[src/ucd_pkg.sv]
// Shared types and constants for the undirected cycle detector.
package ucd_pkg;

    // Configuration port geometry
    localparam int ADDR_W          = 3;
    localparam int DATA_W          = 32;
    localparam int COUNT_W         = 5;
    localparam int VERTEX_W        = 4;
    localparam int REG_INDEX_LSB   = 2;
    localparam logic REG_VERTEX_COUNT = 1'b0;
    localparam logic [COUNT_W-1:0] VERTEX_COUNT_RESET = 5'd16;

    // Commands from the controller to the datapath
    typedef struct packed {
        logic load_edge;
        logic start_search;
        logic root_advance;
        logic root_push;
        logic dfs_step;
        logic set_cycle;
        logic emit_result;
    } ucd_cmd_t;

    // Status from the datapath to the controller
    typedef struct packed {
        logic stack_empty;
        logic root_done;
        logic root_visited;
        logic cycle_hit;
        logic out_free;
    } ucd_status_t;

endpackage

[src/ucd_ctrl.sv]
// Sequencing state machine for edge load, search and result hand-off.
module ucd_ctrl (
    input  logic                 clk,
    input  logic                 rst_n,
    input  logic                 in_valid,
    input  logic                 last_edge,
    output logic                 in_stall,
    input  ucd_pkg::ucd_status_t status,
    output ucd_pkg::ucd_cmd_t    cmd
);
    import ucd_pkg::*;

    typedef enum logic [3:0] {
        ST_IDLE   = 4'b0001,
        ST_ROOT   = 4'b0010,
        ST_STEP   = 4'b0100,
        ST_FINISH = 4'b1000
    } state_t;

    state_t state_reg;
    state_t state_next;

    // Take edges only while idle
    assign in_stall = (state_reg != ST_IDLE);

    // Next state and commands
    always_comb
    begin
        state_next = state_reg;
        cmd        = '0;
        unique case (state_reg)
            ST_IDLE:
            begin
                if (in_valid)
                begin
                    cmd.load_edge = 1'b1;
                    if (last_edge)
                    begin
                        cmd.start_search = 1'b1;
                        state_next       = ST_ROOT;
                    end
                end
            end
            ST_ROOT:
            begin
                priority if (status.root_done)
                begin
                    state_next = ST_FINISH;
                end
                else if (status.root_visited)
                begin
                    cmd.root_advance = 1'b1;
                end
                else
                begin
                    cmd.root_push = 1'b1;
                    state_next    = ST_STEP;
                end
            end
            ST_STEP:
            begin
                if (status.stack_empty)
                begin
                    state_next = ST_ROOT;
                end
                else
                begin
                    cmd.dfs_step = 1'b1;
                    if (status.cycle_hit)
                    begin
                        cmd.set_cycle = 1'b1;
                        state_next    = ST_FINISH;
                    end
                end
            end
            ST_FINISH:
            begin
                if (status.out_free)
                begin
                    cmd.emit_result = 1'b1;
                    state_next      = ST_IDLE;
                end
            end
            default:
            begin
                state_next = ST_IDLE;
            end
        endcase
    end

    // State register
    always_ff @(posedge clk or negedge rst_n)
    begin
        if (!rst_n)
        begin
            state_reg <= ST_IDLE;
        end
        else
        begin
            state_reg <= state_next;
        end
    end

endmodule

[src/ucd_datapath.sv]
// Adjacency matrix, visited marks, search stack and result register.
module ucd_datapath #(
    parameter int MAX_VERTICES = 16
) (
    input  logic                                  clk,
    input  logic                                  rst_n,
    input  ucd_pkg::ucd_cmd_t                     cmd,
    output ucd_pkg::ucd_status_t                  status,
    input  logic [$clog2(MAX_VERTICES+1)-1:0]     limit,
    input  logic [ucd_pkg::VERTEX_W-1:0]          src_vertex,
    input  logic [ucd_pkg::VERTEX_W-1:0]          dst_vertex,
    output logic                                  out_valid,
    input  logic                                  out_stall,
    output logic                                  has_cycle,
    output logic                                  edge_ignored
);
    import ucd_pkg::*;

    localparam int VW = $clog2(MAX_VERTICES);
    localparam int CW = $clog2(MAX_VERTICES + 1);

    typedef struct packed {
        logic [VW-1:0] vertex;
        logic [VW-1:0] parent;
        logic          has_parent;
        logic [CW-1:0] scan;
    } entry_t;

    logic [MAX_VERTICES-1:0] adj_reg [MAX_VERTICES];
    logic [MAX_VERTICES-1:0] visited_reg;
    entry_t                  stack_reg [MAX_VERTICES];
    logic [CW-1:0]           depth_reg;
    logic [CW-1:0]           root_reg;
    logic                    ignored_reg;
    logic                    cycle_reg;
    logic                    out_valid_reg;
    logic                    has_cycle_reg;
    logic                    edge_ignored_reg;

    logic                    edge_ok;
    logic [VW-1:0]           src_idx;
    logic [VW-1:0]           dst_idx;
    logic [VW-1:0]           root_idx;
    logic [VW-1:0]           top_idx;
    logic [VW-1:0]           push_idx;
    entry_t                  top;
    logic [MAX_VERTICES-1:0] cand;
    logic                    have_nb;
    logic [VW-1:0]           nb;
    entry_t                  push_entry;
    entry_t                  top_upd;

    assign edge_ok  = (int'(src_vertex) < int'(limit)) && (int'(dst_vertex) < int'(limit));
    assign src_idx  = VW'(src_vertex);
    assign dst_idx  = VW'(dst_vertex);
    assign root_idx = root_reg[VW-1:0];
    assign top_idx  = VW'(depth_reg - CW'(1));
    assign push_idx = depth_reg[VW-1:0];
    assign top      = stack_reg[top_idx];

    // Pick the lowest unscanned neighbor of the top vertex below the limit
    always_comb
    begin
        logic [MAX_VERTICES-1:0] row;
        row     = adj_reg[top.vertex];
        have_nb = 1'b0;
        nb      = '0;
        for (int i = 0; i < MAX_VERTICES; i++)
        begin
            cand[i] = row[i] && (CW'(i) < limit) && (CW'(i) >= top.scan);
        end
        for (int i = MAX_VERTICES - 1; i >= 0; i--)
        begin
            if (cand[i])
            begin
                have_nb = 1'b1;
                nb      = VW'(i);
            end
        end
    end

    // Build the pushed child and the updated top entry
    always_comb
    begin
        push_entry.vertex     = nb;
        push_entry.parent     = top.vertex;
        push_entry.has_parent = 1'b1;
        push_entry.scan       = '0;
        top_upd               = top;
        top_upd.scan          = CW'(nb) + CW'(1);
    end

    // Status toward the controller
    assign status.stack_empty  = (depth_reg == '0);
    assign status.root_done    = (root_reg >= limit);
    assign status.root_visited = visited_reg[root_idx];
    assign status.cycle_hit    = (depth_reg != '0) && have_nb && visited_reg[nb]
                                 && (!top.has_parent || (nb != top.parent));
    assign status.out_free     = !out_valid_reg || !out_stall;

    // Adjacency matrix: set both bits per valid edge, clear on result
    always_ff @(posedge clk or negedge rst_n)
    begin
        if (!rst_n)
        begin
            for (int r = 0; r < MAX_VERTICES; r++)
            begin
                adj_reg[r] <= '0;
            end
        end
        else if (cmd.emit_result)
        begin
            for (int r = 0; r < MAX_VERTICES; r++)
            begin
                adj_reg[r] <= '0;
            end
        end
        else if (cmd.load_edge && edge_ok)
        begin
            adj_reg[src_idx][dst_idx] <= 1'b1;
            adj_reg[dst_idx][src_idx] <= 1'b1;
        end
    end

    // Search control state: visited marks, stack depth, root, flags
    always_ff @(posedge clk or negedge rst_n)
    begin
        if (!rst_n)
        begin
            visited_reg <= '0;
            depth_reg   <= '0;
            root_reg    <= '0;
            ignored_reg <= 1'b0;
            cycle_reg   <= 1'b0;
        end
        else
        begin
            if (cmd.load_edge && !edge_ok)
            begin
                ignored_reg <= 1'b1;
            end
            if (cmd.emit_result)
            begin
                ignored_reg <= 1'b0;
            end
            if (cmd.start_search)
            begin
                visited_reg <= '0;
                depth_reg   <= '0;
                root_reg    <= '0;
                cycle_reg   <= 1'b0;
            end
            if (cmd.root_advance)
            begin
                root_reg <= root_reg + CW'(1);
            end
            if (cmd.root_push)
            begin
                visited_reg[root_idx] <= 1'b1;
                depth_reg             <= CW'(1);
            end
            if (cmd.dfs_step)
            begin
                if (!have_nb)
                begin
                    depth_reg <= depth_reg - CW'(1);
                end
                else if (!visited_reg[nb])
                begin
                    visited_reg[nb] <= 1'b1;
                    depth_reg       <= depth_reg + CW'(1);
                end
            end
            if (cmd.set_cycle)
            begin
                cycle_reg <= 1'b1;
            end
        end
    end

    // Stack entries: written before read, no reset
    always_ff @(posedge clk)
    begin
        if (cmd.root_push)
        begin
            stack_reg[0].vertex     <= root_idx;
            stack_reg[0].parent     <= '0;
            stack_reg[0].has_parent <= 1'b0;
            stack_reg[0].scan       <= '0;
        end
        if (cmd.dfs_step && have_nb)
        begin
            stack_reg[top_idx] <= top_upd;
            if (!visited_reg[nb])
            begin
                stack_reg[push_idx] <= push_entry;
            end
        end
    end

    // Result register: hold until the transfer completes
    always_ff @(posedge clk or negedge rst_n)
    begin
        if (!rst_n)
        begin
            out_valid_reg <= 1'b0;
        end
        else if (cmd.emit_result)
        begin
            out_valid_reg <= 1'b1;
        end
        else if (!out_stall)
        begin
            out_valid_reg <= 1'b0;
        end
    end

    always_ff @(posedge clk)
    begin
        if (cmd.emit_result)
        begin
            has_cycle_reg    <= cycle_reg;
            edge_ignored_reg <= ignored_reg;
        end
    end

    assign out_valid    = out_valid_reg;
    assign has_cycle    = has_cycle_reg;
    assign edge_ignored = edge_ignored_reg;

endmodule

[src/undirected_cycle_detect_top.sv]
// Edge load: one edge transfer per cycle while idle; in_stall is high from the search until the result is emitted.
// Search: starts the cycle after the last edge; it steps through root checks and stack
//   pushes, pops and neighbor hits, and a cycle found early ends it sooner. out_valid rises
//   when the finish state, once the output is free, emits the result into the output register.
// Result: held in an output register; the next graph loads while it waits.
// Reset (async, active low): vertex_count = 16, matrix, flags and stack depth cleared.
module undirected_cycle_detect_top #(
    parameter int MAX_VERTICES = 16
) (
    input  logic                           clk,
    input  logic                           rst_n,
    input  logic                           psel,
    input  logic                           penable,
    input  logic                           pwrite,
    input  logic [ucd_pkg::ADDR_W-1:0]     paddr,
    input  logic [ucd_pkg::DATA_W-1:0]     pwdata,
    output logic [ucd_pkg::DATA_W-1:0]     prdata,
    output logic                           pready,
    input  logic                           in_valid,
    output logic                           in_stall,
    input  logic [ucd_pkg::VERTEX_W-1:0]   src_vertex,
    input  logic [ucd_pkg::VERTEX_W-1:0]   dst_vertex,
    input  logic                           last_edge,
    output logic                           out_valid,
    input  logic                           out_stall,
    output logic                           has_cycle,
    output logic                           edge_ignored
);
    import ucd_pkg::*;

    localparam int CW = $clog2(MAX_VERTICES + 1);

    logic [COUNT_W-1:0] vertex_count_reg;
    logic [CW-1:0]      limit;
    logic               reg_sel;
    ucd_cmd_t           cmd;
    ucd_status_t        status;

    assign pready  = 1'b1;
    assign reg_sel = (paddr[REG_INDEX_LSB] == REG_VERTEX_COUNT);

    // Write the vertex count on the access phase
    always_ff @(posedge clk or negedge rst_n)
    begin
        if (!rst_n)
        begin
            vertex_count_reg <= VERTEX_COUNT_RESET;
        end
        else if (psel && penable && pwrite && reg_sel)
        begin
            vertex_count_reg <= pwdata[COUNT_W-1:0];
        end
    end

    // Read back the register
    assign prdata = reg_sel ? DATA_W'(vertex_count_reg) : '0;

    // Clamp the count to the matrix size
    assign limit = (int'(vertex_count_reg) > MAX_VERTICES) ? CW'(MAX_VERTICES)
                                                           : CW'(vertex_count_reg);

    ucd_ctrl u_ctrl (
        .clk       (clk),
        .rst_n     (rst_n),
        .in_valid  (in_valid),
        .last_edge (last_edge),
        .in_stall  (in_stall),
        .status    (status),
        .cmd       (cmd)
    );

    ucd_datapath #(
        .MAX_VERTICES (MAX_VERTICES)
    ) u_datapath (
        .clk          (clk),
        .rst_n        (rst_n),
        .cmd          (cmd),
        .status       (status),
        .limit        (limit),
        .src_vertex   (src_vertex),
        .dst_vertex   (dst_vertex),
        .out_valid    (out_valid),
        .out_stall    (out_stall),
        .has_cycle    (has_cycle),
        .edge_ignored (edge_ignored)
    );

endmodule
[config.mk]
export PLATFORM = sky130hd
export DESIGN_NAME = undirected_cycle_detect_top
export DESIGN_NICKNAME = d
export VERILOG_FILES = /design/src/ucd_pkg.sv /design/src/ucd_ctrl.sv /design/src/ucd_datapath.sv /design/src/undirected_cycle_detect_top.sv
export SDC_FILE = /design/constraint.sdc
export NUM_CORES = 1
export LEC_CHECK = 0
export BUFFER_PORTS_ARGS = -buffer_cell sky130_fd_sc_hd__buf_2
export CAP_MARGIN = 20
export CORE_MARGIN = 2
export CORE_UTILIZATION = 30
export CTS_CLUSTER_SIZE = 16
export DETAILED_ROUTE_END_ITERATION = 6
export PLACE_DENSITY = 0.49
export RECOVER_POWER = 25
export SLEW_MARGIN = 10
export SYNTH_ARGS = -nofsm -noshare
export SYNTH_HDL_FRONTEND = slang
export SYNTH_SLANG_ARGS = --single-unit
[constraint.sdc]
create_clock -name clk -period 10.6 [get_ports clk]
set_input_delay 1.59 -clock clk [delete_from_list [all_inputs] [get_ports clk]]
set_output_delay 1.59 -clock clk [all_outputs]
set_load 0.1 [all_outputs]
; Word level (Yosys, flattened, before mapping)
; Memories as Yosys holds them, arrays and structs flattened.
; Cells that the tools add are included.
[word_totals]
regBits = 296
mem_bits_rw = 224
output_inout_bits = 37
word_cells = 265
n_memories = 1
[op_classes]
addsub = 4
n_lt_le_gt_ge = 49
eq_ne = 12
muxes = 103
n_bitwise = 8
n_reduce_logical = 62
[memory_table]
columns = name, words, width, rd, rd_clocked_by_memory_dff, write_ports, line_no
row1 = u_datapath.stack_reg, 16, 14, 1, 0, 2, ucd_datapath.sv:31  ; entry_t stack_reg [MAX_VERTICES];
[op_table]
columns = op, n
row1 = $mux W256, 2
row2 = $or A256 B256 Y256, 2
row3 = $mux W16, 9
row4 = $demux W16 S4, 2
row5 = $mux W4, 24
row6 = $bmux W16 S4, 1
row7 = $logic_and A1 B1 Y1, 48
row8 = $mux W5, 9
row9 = $mux W1, 42
row10 = $ge A4 B5 Y1 const A, 8
row11 = $lt A4 B5 Y1 const A, 8
row12 = $or A16 B16 Y16, 2
row13 = $ge A3 B5 Y1 const A, 4
row14 = $lt A3 B5 Y1 const A, 4
row15 = $lt A4 B5 Y1 const B, 4
row16 = $demux W1 S4, 4
row17 = $ge A4 B1 Y1 const B, 4
row18 = $pmux W4 S4, 1
row19 = $ge A5 B5 Y1 const B, 3
row20 = $not A4 Y5, 3
row21 = $mux W14, 1
row22 = $reduce_or A14 Y1, 1
row23 = $mux W2, 6
row24 = $add A5 B1 Y5 const B, 2
row25 = 27 further kinds, 44

; Logic depth before layout (Yosys ltp)
; An unclocked memory read counts as a cell.
[logic_depth]
ltp_word = 36
mapped_depth = 29

; By module
; Synthesis repeated with hierarchy kept, for this count alone.
[unflattened]
hier_cells = 2932
hier_area_um2 = 28319.7
[by_module_without_submodules]
columns = mod, n_inst, cells_each, area_each_um2, seq_area_each_um2
row1 = ucd_datapath, 1, 2844, 27501.4, 12957.4
row2 = undirected_cycle_detect_top, 1, 51, 496.7, 126.4
row3 = ucd_ctrl, 1, 37, 321.6, 101.3

; Worst setup path before layout
; No wires, ideal clock.
[synth_timing]
kind = register to register
from = register u_datapath.depth_reg[0]
to = memory u_datapath.stack_reg[8][10] (netlist name) (enable)
t_arrival_ps = 6327
setup_slack_ps = 3889
path_stages_with_launch = 28
synth_period_minus_slack_ps = 6711
cell_sequence = dfrtp_1 buf_2 buf_2 inv_1 ha_1 xor2_1 mux4_2 o22a_2 nand3_4 buf_2 buf_2 clkbuf_1 o2111ai_1 nand4_1 o31ai_1 a21oi_1 o21ai_1 a211o_2 inv_4 mux2i_1 o22ai_1 o21ai_1 o21a_1 buf_4 buf_6 nand2_2 buf_6 o21ai_0
[synth_lines]
columns = item, line_no
row1 = start: declaration, ucd_datapath.sv:32  ; logic [CW-1:0] depth_reg;
row2 = start signal: assignment, ucd_datapath.sv:166  ; depth_reg <= depth_reg - CW'(1);
row3 = start signal: assignment, ucd_datapath.sv:171  ; depth_reg <= depth_reg + CW'(1);
row4 = end: declaration, ucd_datapath.sv:31

==> results_dict.tcl <==
set metrics [dict create \
    outcome "finished, violations left" \
    violations "max-capacitance violations, max-slew violations" \
    p_leak_nw 12.3 \
    ios 88 \
    avgSynthCellArea_um2 9.75 \
    dpl_cell_area_um2 29100 \
    stdcell_count 4084 \
    setup_violations 0 \
    worst-path-max-fanout 21 \
    fp-row-count 111 \
    worstHoldPathType "register to register" \
    drtIter0Drc 2636 \
    crit_required_ns 10.96 \
    r2r_start "u_datapath.depth_reg[1]" \
    critical_path_buf_inv_count 4 \
    crit_end "u_datapath.stack_reg[8][11]" \
    r2r_slack_ns 2.10 \
    period_share_pct 80.1 \
    die_area_um2 95100 \
    rr_endpoint "u_datapath.stack_reg[8][11]" \
    cpPeakStageDelay_ns 0.83 \
    crit_chain "inv_1 > ha_4 > xor2_2 > buf_4 > mux4_2 > mux2_2 > a31oi_1 > o211ai_1 > nand4_1 > o31ai_1 > a21oi_1 > nand3_1 > o21ai_2 > mux2i_1 > mux2i_1 > mux2i_1 > o21a_1 > buf_4 > nand2_2 > o21ai_0 > buf_4" \
    endpoint_kind "register" \
    num_antenna_cells 0 \
    r2r_cells 21 \
    cts_root_buf "clkbuf_16" \
    clkSlewWorstSetupHoldPaths_ns 0.06 \
    rsz0062_at_grt "no" \
    numClockSinks 520 \
    ys_warn_count 0 \
    start_util_pct 30.3 \
    cp_slowest_cell "a31oi_1" \
    antenna_found_initial 1 \
    vias 22600 \
    htreeDepth 2 \
    overflow 0 \
    drc 0 \
    die_x_um 308 \
    syn_inst 2851 \
    area_delta_synth_final_pct 11.8 \
    worstSetupStartpointType "register" \
    skew_ns 0.0283 \
    gp_congestion 0.879 \
    synth_seq_area_share_pct 47.4 \
    fillers 9406 \
    postCtsSetupBuffers 0 \
    drive_gt1_share_pct 11.9 \
    viasPerCell 5.53 \
    async_flop_share_pct 56.5 \
    largest_register_ffs 256 \
    multiInputGateArea_um2 12500 \
    synth_edf_count 130 \
    final_cell_mix "409 x nand2_1, 291 x dfrtp_1, 290 x a21oi_1" \
    cts_hold_buffers 0 \
    ir_drop_mv 0.247 \
    crit_start "u_datapath.depth_reg[1]" \
    fin_nets 2869 \
    grt_pass1_wl_um 150000 \
    core-area_um2 91800 \
    synth.distinct_cells 93 \
    synth_area_um2 27800 \
    worst-path-stages 21 \
    clockBufferDepth 3 \
    cts_resized 0 \
    fmax_mhz 118 \
    arrival_ns 8.85 \
    final_common_cell "nand2_1" \
    seq_area_um2 13200 \
    cts_buffers 58 \
    synth_top_flop_cell "dfrtp_1" \
    place_hpwl_um 66800 \
    design_area_um2 31100 \
    clkLatencyLatePin_ns 0.65 \
    cts_tree "yes" \
    wl_um 101000 \
    min_period_ns 8.50 \
    setup_tns_ns 0 \
    grt_pass1_vias 21600 \
    cap_violations 1 \
    critPathKind "register to register" \
    slew_headroom_pct -240 \
    worstMarginPinSlew_ns 5.10 \
    p_total_mw 7.80 \
    first_pass_iters 5 \
    p_per_area_nw_per_um2 251 \
    dp_cells 3976 \
    grt_max_degree 142 \
    grt.total_usage_pct 20.9 \
    port_buffers 30 \
    slew_violations 90 \
    timing_hold_violations_final 0 \
    die_y_um 308 \
    crit_family "compound AO/OA/AOI/OAI gates" \
    ys_ff_latch 520 \
    final_antenna_net_count 0 \
    post_drt_wl_per_cell_um 24.7 \
]
-- cell families after synthesis --
family	count (synthesis)	share of synthesized area (%)
other	2	0.0270
muxes	309	14.4
and+or+nand+nor	717	11.8
AOI/OAI and AO/OA	745	16.9
adders and majority gates	23	1.04
DFF	520	47.4
xor gates and xnor gates	9	0.284
buffers and inverters	526	8.08
-- Yosys cell counts, types with 17 or more instances --
cell | n | area (µm²)
o22ai_1 | 156 | 976
o211ai_1 | 24 | 180
mux2i_1 | 227 | 2270
nand2_1 | 409 | 1540
mux4_2 | 69 | 1550
o41ai_1 | 22 | 193
o21ai_1 | 18 | 90.1
inv_1 | 264 | 991
nor2_1 | 107 | 402
a21boi_0 | 17 | 128
ha_1 | 23 | 288
buf_4 | 42 | 315
a21oi_1 | 291 | 1460
dfrtp_1 | 292 | 7310
o21ai_0 | 29 | 145
edfxtp_1 | 130 | 3900
nand4_1 | 21 | 131
nand3_1 | 33 | 165
a22oi_1 | 19 | 143
clkbuf_1 | 165 | 619
dfxtp_1 | 96 | 1920
buf_2 | 36 | 180
nor2b_1 | 19 | 119
a31oi_1 | 33 | 206
-- where the power goes --
part,internal [mW],leakage (nW),switching (mW),total (mW)
registers,2.15,5.73,0.0876,2.24
logic,0.960,5.61,2.49,3.45
clock network,1.24,0.958,0.879,2.11
total,4.35,12.3,3.45,7.80
-- how the worst min path moves through the flow --
stage,from,to,depth (start not counted)
final,u_datapath.stack_reg[12][5],u_datapath.stack_reg[12][5],1
after global routing,u_datapath.stack_reg[3][5],u_datapath.stack_reg[3][5],1
after CTS,u_datapath.stack_reg[7][5],u_datapath.stack_reg[7][5],1
after detailed placement,u_datapath.stack_reg[12][5],u_datapath.stack_reg[12][5],1
after global placement,u_datapath.stack_reg[8][5],u_datapath.stack_reg[8][5],1
after floorplan,u_datapath.stack_reg[9][5],u_datapath.stack_reg[9][5],1
-- stage by stage --
| step | utilization, % | setup WS (ns) | hold slack, ns |
|---|---|---|---|
| 3_5_place_dp | 31.7 | 2.31 | 0.424 |
| 5_1_grt | 33.9 | 1.77 | 0.452 |
| 4_1_cts | 33.9 | 2.28 | 0.438 |
| 6_report | 33.9 | 2.10 | 0.435 |
| 3_3_place_gp | 31.7 | 2.31 | 0.421 |
| 2_1_floorplan | - | 3.89 | 0.404 |
-- layout make-up --
class | count | area share, %
sequential | 520 | 42.4
multi-input combinational | 1831 | 40.3
clock buffer | 89 | 5.54
tap | 1243 | 5.00
inverter | 265 | 3.23
timing repair buffer | 119 | 2.71
clock inverter | 17 | 0.741
-- metal layers --
metal	vias to the layer above	track usage, %	share of wire [%]
li1	10100	-	-
met1	11400	29.6	44
met2	969	33.0	46
met3	181	2.93	7.0
met4	0	6.68	3.2
met5	-	0	0
Note: power is estimated with default switching activity, not from simulation.
